==> src/sv/kpc_pkg.sv <==
// Shared types, codes and a helper function for the keypad calculator core.
`default_nettype none
package kpc_pkg;

    localparam int DATA_W    = 32;
    localparam int KEY_W     = 5;
    localparam int DIGIT_W   = 4;
    localparam int COUNT_W   = 4;
    localparam int DIV_CNT_W = $clog2(DATA_W);

    // Key codes, row-major on the 4x4 pad
    localparam logic [KEY_W-1:0] KEY_DIV    = 5'd4;
    localparam logic [KEY_W-1:0] KEY_MUL    = 5'd8;
    localparam logic [KEY_W-1:0] KEY_SUB    = 5'd12;
    localparam logic [KEY_W-1:0] KEY_CLEAR  = 5'd13;
    localparam logic [KEY_W-1:0] KEY_EQUALS = 5'd15;
    localparam logic [KEY_W-1:0] KEY_ADD    = 5'd16;

    // Result event kinds
    localparam logic [2:0] EV_DIGIT  = 3'd0;
    localparam logic [2:0] EV_OPER   = 3'd1;
    localparam logic [2:0] EV_RESULT = 3'd2;
    localparam logic [2:0] EV_CLEAR  = 3'd3;
    localparam logic [2:0] EV_IGNORE = 3'd4;

    // Operator codes
    localparam logic [1:0] OP_DIV = 2'd0;
    localparam logic [1:0] OP_MUL = 2'd1;
    localparam logic [1:0] OP_SUB = 2'd2;
    localparam logic [1:0] OP_ADD = 2'd3;

    // Error codes
    localparam logic [1:0] ERR_NONE    = 2'd0;
    localparam logic [1:0] ERR_DIV0    = 2'd1;
    localparam logic [1:0] ERR_NO_OPER = 2'd2;

    typedef enum logic [1:0] {
        PH_FIRST  = 2'd0,
        PH_SECOND = 2'd1,
        PH_LOCKED = 2'd2
    } phase_t;

    typedef enum logic [2:0] {
        ST_IDLE,
        ST_DECODE,
        ST_MUL,
        ST_DIV,
        ST_EMIT
    } state_t;

    // Controller to datapath
    typedef struct packed {
        logic cap_key;
        logic decode;
        logic mul_step;
        logic div_step;
        logic load_out;
    } kpc_cmd_t;

    // Datapath to controller
    typedef struct packed {
        logic need_mul;
        logic need_div;
        logic div_last;
    } kpc_stat_t;

    typedef struct packed {
        logic               valid;
        logic [DIGIT_W-1:0] value;
    } digit_t;

    function automatic digit_t key_digit(input logic [KEY_W-1:0] key);
        digit_t d;
        d.valid = 1'b1;
        case (key)
            5'd1:    d.value = 4'd7;
            5'd2:    d.value = 4'd8;
            5'd3:    d.value = 4'd9;
            5'd5:    d.value = 4'd4;
            5'd6:    d.value = 4'd5;
            5'd7:    d.value = 4'd6;
            5'd9:    d.value = 4'd1;
            5'd10:   d.value = 4'd2;
            5'd11:   d.value = 4'd3;
            5'd14:   d.value = 4'd0;
            default:
            begin
                d.valid = 1'b0;
                d.value = 4'd0;
            end
        endcase
        return d;
    endfunction

endpackage
`default_nettype wire

==> src/sv/kpc_key_if.sv <==
// Key code input channel: valid/ready handshake with the key code payload.
`default_nettype none
interface kpc_key_if
    import kpc_pkg::*;
();
    logic             valid;
    logic             ready;
    logic [KEY_W-1:0] key_code;

    modport source (output valid, output key_code, input ready);
    modport sink   (input valid, input key_code, output ready);
endinterface
`default_nettype wire

==> src/sv/kpc_evt_if.sv <==
// Result channel: valid/ready handshake with the event payload.
`default_nettype none
interface kpc_evt_if
    import kpc_pkg::*;
();
    logic               valid;
    logic               ready;
    logic [2:0]         event_kind;
    logic [DIGIT_W-1:0] digit_value;
    logic [1:0]         operator_code;
    logic [DATA_W-1:0]  result_value;
    logic [1:0]         error_code;

    modport source (output valid, output event_kind, output digit_value,
                    output operator_code, output result_value, output error_code,
                    input ready);
    modport sink   (input valid, input event_kind, input digit_value,
                    input operator_code, input result_value, input error_code,
                    output ready);
endinterface
`default_nettype wire

==> src/sv/keypad_four_function_calculator_core.sv <==
// Top level of the keypad four-function calculator core.
// Usage:
//   keys    : one 5-bit key code per item (1..16, row-major on a 4x4 pad).
//   results : exactly one event item per key item: digit echo, operator echo,
//             result with error code, cleared, or ignored.
//   An item is taken when the block is idle. Digit, operator, clear, add and
//   subtract items go from decode straight to the output register; multiply
//   adds one registered multiply step; divide by a nonzero divisor runs the
//   restoring divider, which retires one quotient bit per cycle until all 32
//   bits are done. The block is ready for the next key in the cycle after the
//   result is loaded into the output register, and takes no key while one is in work.
//   A result held at the output by a stalled receiver does not block the next
//   key; that key is decoded and its result waits until the output frees up.
//   Reset (rst_n low) clears both operands, digit counts, entry phase and
//   operator, and drops any pending result.
`default_nettype none
module keypad_four_function_calculator_core
    import kpc_pkg::*;
#(
    parameter int MAX_DIGITS = 10
)(
    input wire logic   clk,
    input wire logic   rst_n,
    kpc_key_if.sink    keys,
    kpc_evt_if.source  results
);

    kpc_cmd_t  cmd;
    kpc_stat_t stat;

    kpc_ctrl u_ctrl (
        .clk       (clk),
        .rst_n     (rst_n),
        .in_valid  (keys.valid),
        .in_ready  (keys.ready),
        .out_valid (results.valid),
        .out_ready (results.ready),
        .stat      (stat),
        .cmd       (cmd)
    );

    kpc_datapath #(
        .MAX_DIGITS (MAX_DIGITS)
    ) u_datapath (
        .clk           (clk),
        .rst_n         (rst_n),
        .cmd           (cmd),
        .stat          (stat),
        .key_code      (keys.key_code),
        .event_kind    (results.event_kind),
        .digit_value   (results.digit_value),
        .operator_code (results.operator_code),
        .result_value  (results.result_value),
        .error_code    (results.error_code)
    );

endmodule
`default_nettype wire

==> src/sv/kpc_datapath.sv <==
// Calculator datapath: operand registers, decode, multiplier, serial divider, output register.
`default_nettype none
module kpc_datapath
    import kpc_pkg::*;
#(
    parameter int MAX_DIGITS = 10
)(
    input  wire logic               clk,
    input  wire logic               rst_n,
    input  wire kpc_cmd_t           cmd,
    output kpc_stat_t               stat,
    input  wire logic [KEY_W-1:0]   key_code,
    output logic [2:0]              event_kind,
    output logic [DIGIT_W-1:0]      digit_value,
    output logic [1:0]              operator_code,
    output logic [DATA_W-1:0]       result_value,
    output logic [1:0]              error_code
);

    localparam logic [COUNT_W-1:0] MaxCount = COUNT_W'(MAX_DIGITS);
    localparam logic [DIV_CNT_W-1:0] DivLast = DIV_CNT_W'(DATA_W - 1);

    // Calculator state
    logic [DATA_W-1:0]  a_reg, a_next;
    logic [DATA_W-1:0]  b_reg, b_next;
    logic [COUNT_W-1:0] cnt_a_reg, cnt_a_next;
    logic [COUNT_W-1:0] cnt_b_reg, cnt_b_next;
    phase_t             phase_reg, phase_next;
    logic [1:0]         op_reg, op_next;

    // Working registers, no reset needed
    logic [KEY_W-1:0]     key_reg;
    logic [2:0]           pk_kind_reg, pk_kind_next;
    logic [DIGIT_W-1:0]   pk_digit_reg, pk_digit_next;
    logic [1:0]           pk_op_reg, pk_op_next;
    logic [DATA_W-1:0]    pk_value_reg, pk_value_next;
    logic [1:0]           pk_err_reg, pk_err_next;
    logic [DATA_W-1:0]    rem_reg, rem_next;
    logic [DATA_W-1:0]    quo_reg, quo_next;
    logic [DIV_CNT_W-1:0] div_cnt_reg, div_cnt_next;

    logic [2:0]         out_kind_reg;
    logic [DIGIT_W-1:0] out_digit_reg;
    logic [1:0]         out_op_reg;
    logic [DATA_W-1:0]  out_value_reg;
    logic [1:0]         out_err_reg;

    digit_t          dig;
    logic            is_oper;
    logic [1:0]      key_op;
    logic            is_eq;
    logic            has_oper;
    logic [DATA_W:0] rem_shift;
    logic [DATA_W:0] rem_diff;
    logic [DATA_W-1:0] quo_shift;

    always_comb
    begin
        dig     = key_digit(key_reg);
        is_oper = 1'b1;
        key_op  = OP_DIV;
        case (key_reg)
            KEY_DIV: key_op = OP_DIV;
            KEY_MUL: key_op = OP_MUL;
            KEY_SUB: key_op = OP_SUB;
            KEY_ADD: key_op = OP_ADD;
            default: is_oper = 1'b0;
        endcase
        is_eq    = (key_reg == KEY_EQUALS);
        has_oper = (phase_reg != PH_FIRST);
    end

    assign stat.need_mul = is_eq && has_oper && (op_reg == OP_MUL);
    assign stat.need_div = is_eq && has_oper && (op_reg == OP_DIV) && (b_reg != '0);
    assign stat.div_last = (div_cnt_reg == DivLast);

    // One restoring step per cycle
    assign rem_shift = {rem_reg, quo_reg[DATA_W-1]};
    assign rem_diff  = rem_shift - {1'b0, b_reg};
    assign quo_shift = {quo_reg[DATA_W-2:0], ~rem_diff[DATA_W]};

    always_comb
    begin
        a_next        = a_reg;
        b_next        = b_reg;
        cnt_a_next    = cnt_a_reg;
        cnt_b_next    = cnt_b_reg;
        phase_next    = phase_reg;
        op_next       = op_reg;
        pk_kind_next  = pk_kind_reg;
        pk_digit_next = pk_digit_reg;
        pk_op_next    = pk_op_reg;
        pk_value_next = pk_value_reg;
        pk_err_next   = pk_err_reg;
        rem_next      = rem_reg;
        quo_next      = quo_reg;
        div_cnt_next  = div_cnt_reg;

        if (cmd.decode)
        begin
            pk_kind_next  = EV_IGNORE;
            pk_digit_next = '0;
            pk_op_next    = OP_DIV;
            pk_value_next = '0;
            pk_err_next   = ERR_NONE;
            rem_next      = '0;
            quo_next      = a_reg;
            div_cnt_next  = '0;
            if (key_reg == KEY_CLEAR)
            begin
                a_next       = '0;
                b_next       = '0;
                cnt_a_next   = '0;
                cnt_b_next   = '0;
                phase_next   = PH_FIRST;
                op_next      = OP_DIV;
                pk_kind_next = EV_CLEAR;
            end
            else if (is_oper)
            begin
                op_next      = key_op;
                pk_kind_next = EV_OPER;
                pk_op_next   = key_op;
                if (phase_reg == PH_FIRST)
                    phase_next = PH_SECOND;
                else
                    phase_next = PH_LOCKED;
            end
            else if (is_eq)
            begin
                pk_kind_next = EV_RESULT;
                if (!has_oper)
                    pk_err_next = ERR_NO_OPER;
                else
                begin
                    case (op_reg)
                        OP_DIV:
                        begin
                            if (b_reg == '0)
                                pk_err_next = ERR_DIV0;
                        end
                        OP_SUB:  pk_value_next = a_reg - b_reg;
                        OP_ADD:  pk_value_next = a_reg + b_reg;
                        default: pk_value_next = '0;
                    endcase
                end
            end
            else if (dig.valid)
            begin
                // operand * 10 + digit
                if (phase_reg == PH_FIRST && cnt_a_reg < MaxCount)
                begin
                    a_next = {a_reg[DATA_W-4:0], 3'b000} + {a_reg[DATA_W-2:0], 1'b0}
                             + DATA_W'(dig.value);
                    cnt_a_next    = cnt_a_reg + 1'b1;
                    pk_kind_next  = EV_DIGIT;
                    pk_digit_next = dig.value;
                end
                else if (phase_reg == PH_SECOND && cnt_b_reg < MaxCount)
                begin
                    b_next = {b_reg[DATA_W-4:0], 3'b000} + {b_reg[DATA_W-2:0], 1'b0}
                             + DATA_W'(dig.value);
                    cnt_b_next    = cnt_b_reg + 1'b1;
                    pk_kind_next  = EV_DIGIT;
                    pk_digit_next = dig.value;
                end
            end
        end

        if (cmd.mul_step)
            pk_value_next = a_reg * b_reg;

        if (cmd.div_step)
        begin
            if (!rem_diff[DATA_W])
                rem_next = rem_diff[DATA_W-1:0];
            else
                rem_next = rem_shift[DATA_W-1:0];
            quo_next     = quo_shift;
            div_cnt_next = div_cnt_reg + 1'b1;
            if (stat.div_last)
                pk_value_next = quo_shift;
        end
    end

    always_ff @(posedge clk or negedge rst_n)
    begin
        if (!rst_n)
        begin
            a_reg     <= '0;
            b_reg     <= '0;
            cnt_a_reg <= '0;
            cnt_b_reg <= '0;
            phase_reg <= PH_FIRST;
            op_reg    <= OP_DIV;
        end
        else
        begin
            a_reg     <= a_next;
            b_reg     <= b_next;
            cnt_a_reg <= cnt_a_next;
            cnt_b_reg <= cnt_b_next;
            phase_reg <= phase_next;
            op_reg    <= op_next;
        end
    end

    always_ff @(posedge clk)
    begin
        if (cmd.cap_key)
            key_reg <= key_code;
        pk_kind_reg  <= pk_kind_next;
        pk_digit_reg <= pk_digit_next;
        pk_op_reg    <= pk_op_next;
        pk_value_reg <= pk_value_next;
        pk_err_reg   <= pk_err_next;
        rem_reg      <= rem_next;
        quo_reg      <= quo_next;
        div_cnt_reg  <= div_cnt_next;
        if (cmd.load_out)
        begin
            out_kind_reg  <= pk_kind_reg;
            out_digit_reg <= pk_digit_reg;
            out_op_reg    <= pk_op_reg;
            out_value_reg <= pk_value_reg;
            out_err_reg   <= pk_err_reg;
        end
    end

    assign event_kind    = out_kind_reg;
    assign digit_value   = out_digit_reg;
    assign operator_code = out_op_reg;
    assign result_value  = out_value_reg;
    assign error_code    = out_err_reg;

endmodule
`default_nettype wire

==> src/sv/kpc_ctrl.sv <==
// Calculator controller: sequences decode, multiply and divide, owns the handshakes.
`default_nettype none
module kpc_ctrl
    import kpc_pkg::*;
(
    input  wire logic      clk,
    input  wire logic      rst_n,
    input  wire logic      in_valid,
    output logic           in_ready,
    output logic           out_valid,
    input  wire logic      out_ready,
    input  wire kpc_stat_t stat,
    output kpc_cmd_t       cmd
);

    state_t state_reg, state_next;
    logic   out_valid_reg, out_valid_next;

    always_ff @(posedge clk or negedge rst_n)
    begin
        if (!rst_n)
        begin
            state_reg     <= ST_IDLE;
            out_valid_reg <= 1'b0;
        end
        else
        begin
            state_reg     <= state_next;
            out_valid_reg <= out_valid_next;
        end
    end

    always_comb
    begin
        state_next     = state_reg;
        cmd            = '0;
        in_ready       = 1'b0;
        out_valid_next = out_valid_reg && !out_ready;
        case (state_reg)
            ST_IDLE:
            begin
                in_ready    = 1'b1;
                cmd.cap_key = in_valid;
                if (in_valid)
                    state_next = ST_DECODE;
            end
            ST_DECODE:
            begin
                cmd.decode = 1'b1;
                if (stat.need_mul)
                    state_next = ST_MUL;
                else if (stat.need_div)
                    state_next = ST_DIV;
                else
                    state_next = ST_EMIT;
            end
            ST_MUL:
            begin
                cmd.mul_step = 1'b1;
                state_next   = ST_EMIT;
            end
            ST_DIV:
            begin
                cmd.div_step = 1'b1;
                if (stat.div_last)
                    state_next = ST_EMIT;
            end
            ST_EMIT:
            begin
                // hold here while the previous item still waits at the output
                if (!out_valid_reg || out_ready)
                begin
                    cmd.load_out   = 1'b1;
                    out_valid_next = 1'b1;
                    state_next     = ST_IDLE;
                end
            end
            default: state_next = ST_IDLE;
        endcase
    end

    assign out_valid = out_valid_reg;

endmodule
`default_nettype wire

==> src/flat_wrapper.sv <==
// flat-port wrapper written by rule: the top's interface ports become plain ports
module keypad_four_function_calculator_core_flat import kpc_pkg::*;
#(
    parameter int MAX_DIGITS = 10
)
  (clk, rst_n, keys_valid, keys_key_code, keys_ready, results_valid, results_event_kind, results_digit_value, results_operator_code, results_result_value, results_error_code, results_ready);
  kpc_key_if keys_i ();
  kpc_evt_if results_i ();
  input wire logic clk;
  input wire logic rst_n;
  input wire logic [$bits(keys_i.valid)-1:0] keys_valid;
  input wire logic [$bits(keys_i.key_code)-1:0] keys_key_code;
  output wire logic [$bits(keys_i.ready)-1:0] keys_ready;
  output wire logic [$bits(results_i.valid)-1:0] results_valid;
  output wire logic [$bits(results_i.event_kind)-1:0] results_event_kind;
  output wire logic [$bits(results_i.digit_value)-1:0] results_digit_value;
  output wire logic [$bits(results_i.operator_code)-1:0] results_operator_code;
  output wire logic [$bits(results_i.result_value)-1:0] results_result_value;
  output wire logic [$bits(results_i.error_code)-1:0] results_error_code;
  input wire logic [$bits(results_i.ready)-1:0] results_ready;
  assign keys_i.valid = keys_valid;
  assign keys_i.key_code = keys_key_code;
  assign keys_ready = keys_i.ready;
  assign results_valid = results_i.valid;
  assign results_event_kind = results_i.event_kind;
  assign results_digit_value = results_i.digit_value;
  assign results_operator_code = results_i.operator_code;
  assign results_result_value = results_i.result_value;
  assign results_error_code = results_i.error_code;
  assign results_i.ready = results_ready;
  keypad_four_function_calculator_core #(.MAX_DIGITS(MAX_DIGITS)) u_core (.clk(clk), .rst_n(rst_n), .keys(keys_i), .results(results_i));
endmodule
==> config.mk <==
export PLATFORM = sky130hd
export DESIGN_NAME = keypad_four_function_calculator_core_flat
export DESIGN_NICKNAME = d
export VERILOG_FILES = /design/src/sv/kpc_pkg.sv /design/src/sv/kpc_key_if.sv /design/src/sv/kpc_evt_if.sv /design/src/sv/keypad_four_function_calculator_core.sv /design/src/sv/kpc_datapath.sv /design/src/sv/kpc_ctrl.sv /design/src/flat_wrapper.sv
export SDC_FILE = /design/constraint.sdc
export NUM_CORES = 2
export LEC_CHECK = 0
export ABC_AREA = 1
export BUFFER_PORTS_ARGS = -buffer_cell sky130_fd_sc_hd__buf_2
export CORE_MARGIN = 2
export CORE_UTILIZATION = 35
export DETAILED_ROUTE_END_ITERATION = 8
export SLEW_MARGIN = 20
export SYNTH_ARGS = -nofsm -noshare
export SYNTH_HDL_FRONTEND = slang
export SYNTH_SLANG_ARGS = --single-unit
==> constraint.sdc <==
create_clock -name clk -period 8.7 [get_ports clk]
set_clock_uncertainty 0.2 [all_clocks]
set_input_delay 1.305 -clock clk [delete_from_list [all_inputs] [get_ports clk]]
set_output_delay 1.305 -clock clk [all_outputs]
set_load 0.05 [all_outputs]
==> out/qor.txt <==
detailed placement HPWL = 92,860 um
Worst Path Required = 9.02 ns
CTS Sinks = 240
Die Y = 319.2 um
GRT Overall Usage = 0.2253
post-route ant nets = 0
worst vdd ir = 0.2833 mV
Hold Violations, Final = 0
clk_lat worst skew = 0.60 ns
dominant synthesized flop cell = edfxtp_1
post-synthesis xor/xnor area fraction = 0.02444
syn_nets = 5,371
CP Launch Type = flip-flop
TritonCTS Buffers = 30
post-CTS sizing = 0
routed vias = 30.24k
Initial Util = 0.3532
CTS root buf = clkbuf_16
CORE AREA = 98,420 um^2
most frequent cell after synthesis = nand2_1
area grow syn2layout = 8.357%
layout cells sized above 1 = 0.05271
Finished Layout Cells = 5,954
cells after synthesis = 4,641
H-tree levels = 1
number of global-route vias before repair = 30.15k
drt wl/cell = 19.22 um
min Tclk post-route = 8.031 ns
Post-synth ARST share = 0.3333
largest family of logic cells by synthesized area = adder cells
die area = 101,900 um^2
fill count = 10.37k
headroom to the max-slew limit = 0.2911
WL final = 114,400 um
crit end category = flip-flop
worst setup path category = reg2reg
Max Freq = 124.5 MHz
Synth Area in Compound Gates = 0.1057
dominant cell type by area after synthesis = fa_1
hold depth = 0
n_diodes = 0
combinational power share = 0.653
WP data arrival = 8.35 ns
Clk pwr share = 0.137
area share of the largest cell type after synthesis = 0.2384
DRT iter0 DRCs = 2,661
I/O pins = 54
Vias/cell = 5.079
drt pass-1 iters = 7
simple-gate share of the synthesized area = 0.2041
Flop pwr share = 0.210
port bufs = 53
pre-CTS WS = 0.8306 ns
final design utilization = 0.3828
PD cells = 259.4 nW/um^2
Avg Inst Size Synth = 7.491 um^2
clk slew on worst S/H paths = 0.07 ns
GRT met3 Usage = 0.03556
Post-synth top cells = nand2_1, inv_1, fa_1, nor2_1, ha_1
Post-CTS Hold Fix Bufs = 0
placed insts = 5,898
Final setup viols = 0
CTS tree = done
Max FO, Critical Path = 12
mux cell area share after synthesis = 0.0005758
EDFF count, synth = 128
gr ovfl total = 0
initial antenna violation count = 6
Post-Synth Adder-Cell Area = 0.3489
Hold Path Class = reg2reg
final instance area = 37,670 um^2
Static Leak = 20.90 nW
GR Util met1 = 0.3115
M2 GR Usage = 0.3683
Max Slew Vio Count = 0
CTS max path bufs = 3
synth warn = 0
Post-DP Area = 36,620 um^2
row cnt = 115
ranking of synthesized cells by area = fa_1, nand2_1, edfxtp_1, ha_1, inv_1
Final Wtd Congestion = 0.9812
switching pwr = 5.556 mW
switching share of power = 0.5686
global-route wire length before repair = 178,100 um
final worst setup slack = 0.6695 ns
post-CTS setup buffers = 0
Top Usage Layer GRT = met2
reg2reg path depth = 24
internal power = 4.216 mW
setup TNS = 0 ns
pin count of the biggest net entering global routing = 74
# Max-Cap Violations = 0
post-synthesis sequential area ratio = 0.1866
DRC violations left = 0
Die X = 319.2 um
Mapped Area = 34,770 um^2
period utilization = 0.9231
outcome = finished, final reports clean
RSZ-0062 raised after global routing = false
Final Net Count = 5,373
#FFs+latches synth = 240
Cell variety after synth = 67
Worst Max-Slew Pin Slew = 1.052 ns
[power groups by stage]
stage	clock, mW	combinational [mW]	sequential (mW)
2_1_floorplan	0	4.11	1.88
3_3_place_gp	0	6.26	2.05
3_5_place_dp	0	6.25	2.06
4_1_cts	1.35	6.28	2.04
5_1_grt	1.40	6.95	2.09
6_report	1.34	6.38	2.05
[worst max-delay path, stage by stage, from the launching register on]
cell,delay [ns]
dfrtp_1,0.99
buf_4,0.27
nand2_1,0.07
fa_1,0.42
inv_1,0.07
fa_1,0.43
fa_1,0.51
inv_1,0.05
fa_1,0.47
inv_1,0.05
fa_1,0.48
fa_1,0.57
fa_1,0.45
fa_1,0.46
ha_1,0.40
nand2_1,0.12
nor4_1,0.69
nand4_1,0.25
nand3_1,0.20
a21oi_1,0.11
xnor2_1,0.35
nand2_1,0.10
nand3_1,0.10
nand2_1,0.08
inv_1,0.07
[logic make-up (layout without fill, tap and decap cells)]
kind of cell               after synthesis  in the layout
AOI/OAI and AO/OA                      649            649
buffers and inverters                 1173           1199
muxes                                    2              2
and+or+nand+nor                       1759           1759
DFF                                    240            240
xor gates and xnor gates                97             97
adders and majority gates              721            721
[through the flow]
step / hold slack, ns / power [mW]
detailed placement: 0.2045 / 8.311
global placement: 0.2067 / 8.316
finish: 0.2190 / 9.772
CTS: 0.2190 / 9.675
global route: 0.2267 / 10.43
floorplan: 0.2003 / 5.987
[worst paths after layout]
kind	from	end	slack [ns]
worst max-delay path	u_core.u_datapath.a_reg[9]	u_core.u_datapath.pk_value_reg[27]	0.67
worst min-delay path	u_core.u_datapath.pk_kind_reg[1]	u_core.u_datapath.event_kind[1]	0.22
worst max register to register	u_core.u_datapath.a_reg[9]	u_core.u_datapath.pk_value_reg[27]	0.67
worst min register to register	u_core.u_datapath.pk_kind_reg[1]	u_core.u_datapath.event_kind[1]	0.22
max in group asynchronous	rst_n	u_core.u_datapath.a_reg[29]	6.59
min in group asynchronous	rst_n	u_core.u_ctrl.out_valid	0.50
[layout make-up]
type | instances | area, um^2 | share of cell area
multi-input combinational | 3228 | 23800 | 0.6318
sequential | 240 | 6487 | 0.1722
inverter | 1006 | 3776 | 0.1002
tap | 1287 | 1610 | 0.04275
timing repair buffer | 137 | 948.4 | 0.02518
clock buffer | 34 | 775.7 | 0.02059
clock inverter | 22 | 274.0 | 0.007274
[cells in the final DEF, fill, tap and decap left out, drive strengths merged, types with 20 or more instances in the layout]
master | synthesis | routed
dfxtp | 32 | 32
nor2 | 320 | 320
o22ai | 22 | 22
inv | 1002 | 1002
ha | 307 | 307
nand3 | 118 | 118
a31oi | 20 | 20
o21ai | 256 | 256
clkbuf | 98 | 34
edfxtp | 128 | 128
nor3 | 35 | 35
nand2 | 1221 | 1221
a21oi | 235 | 235
xor2 | 75 | 75
nand4 | 27 | 27
xnor2 | 22 | 22
fa | 414 | 414
a21o | 21 | 21
dfrtp | 80 | 80
buf | 69 | 137
[routing by layer]
metal | routed length [um] | vias up
met5 | 9 | -
met3 | 8895 | 159
met4 | 3245 | 2
li1 | - | 14350
met2 | 51810 | 1013
met1 | 50470 | 14710
Note: power is estimated with default switching activity, not from simulation.
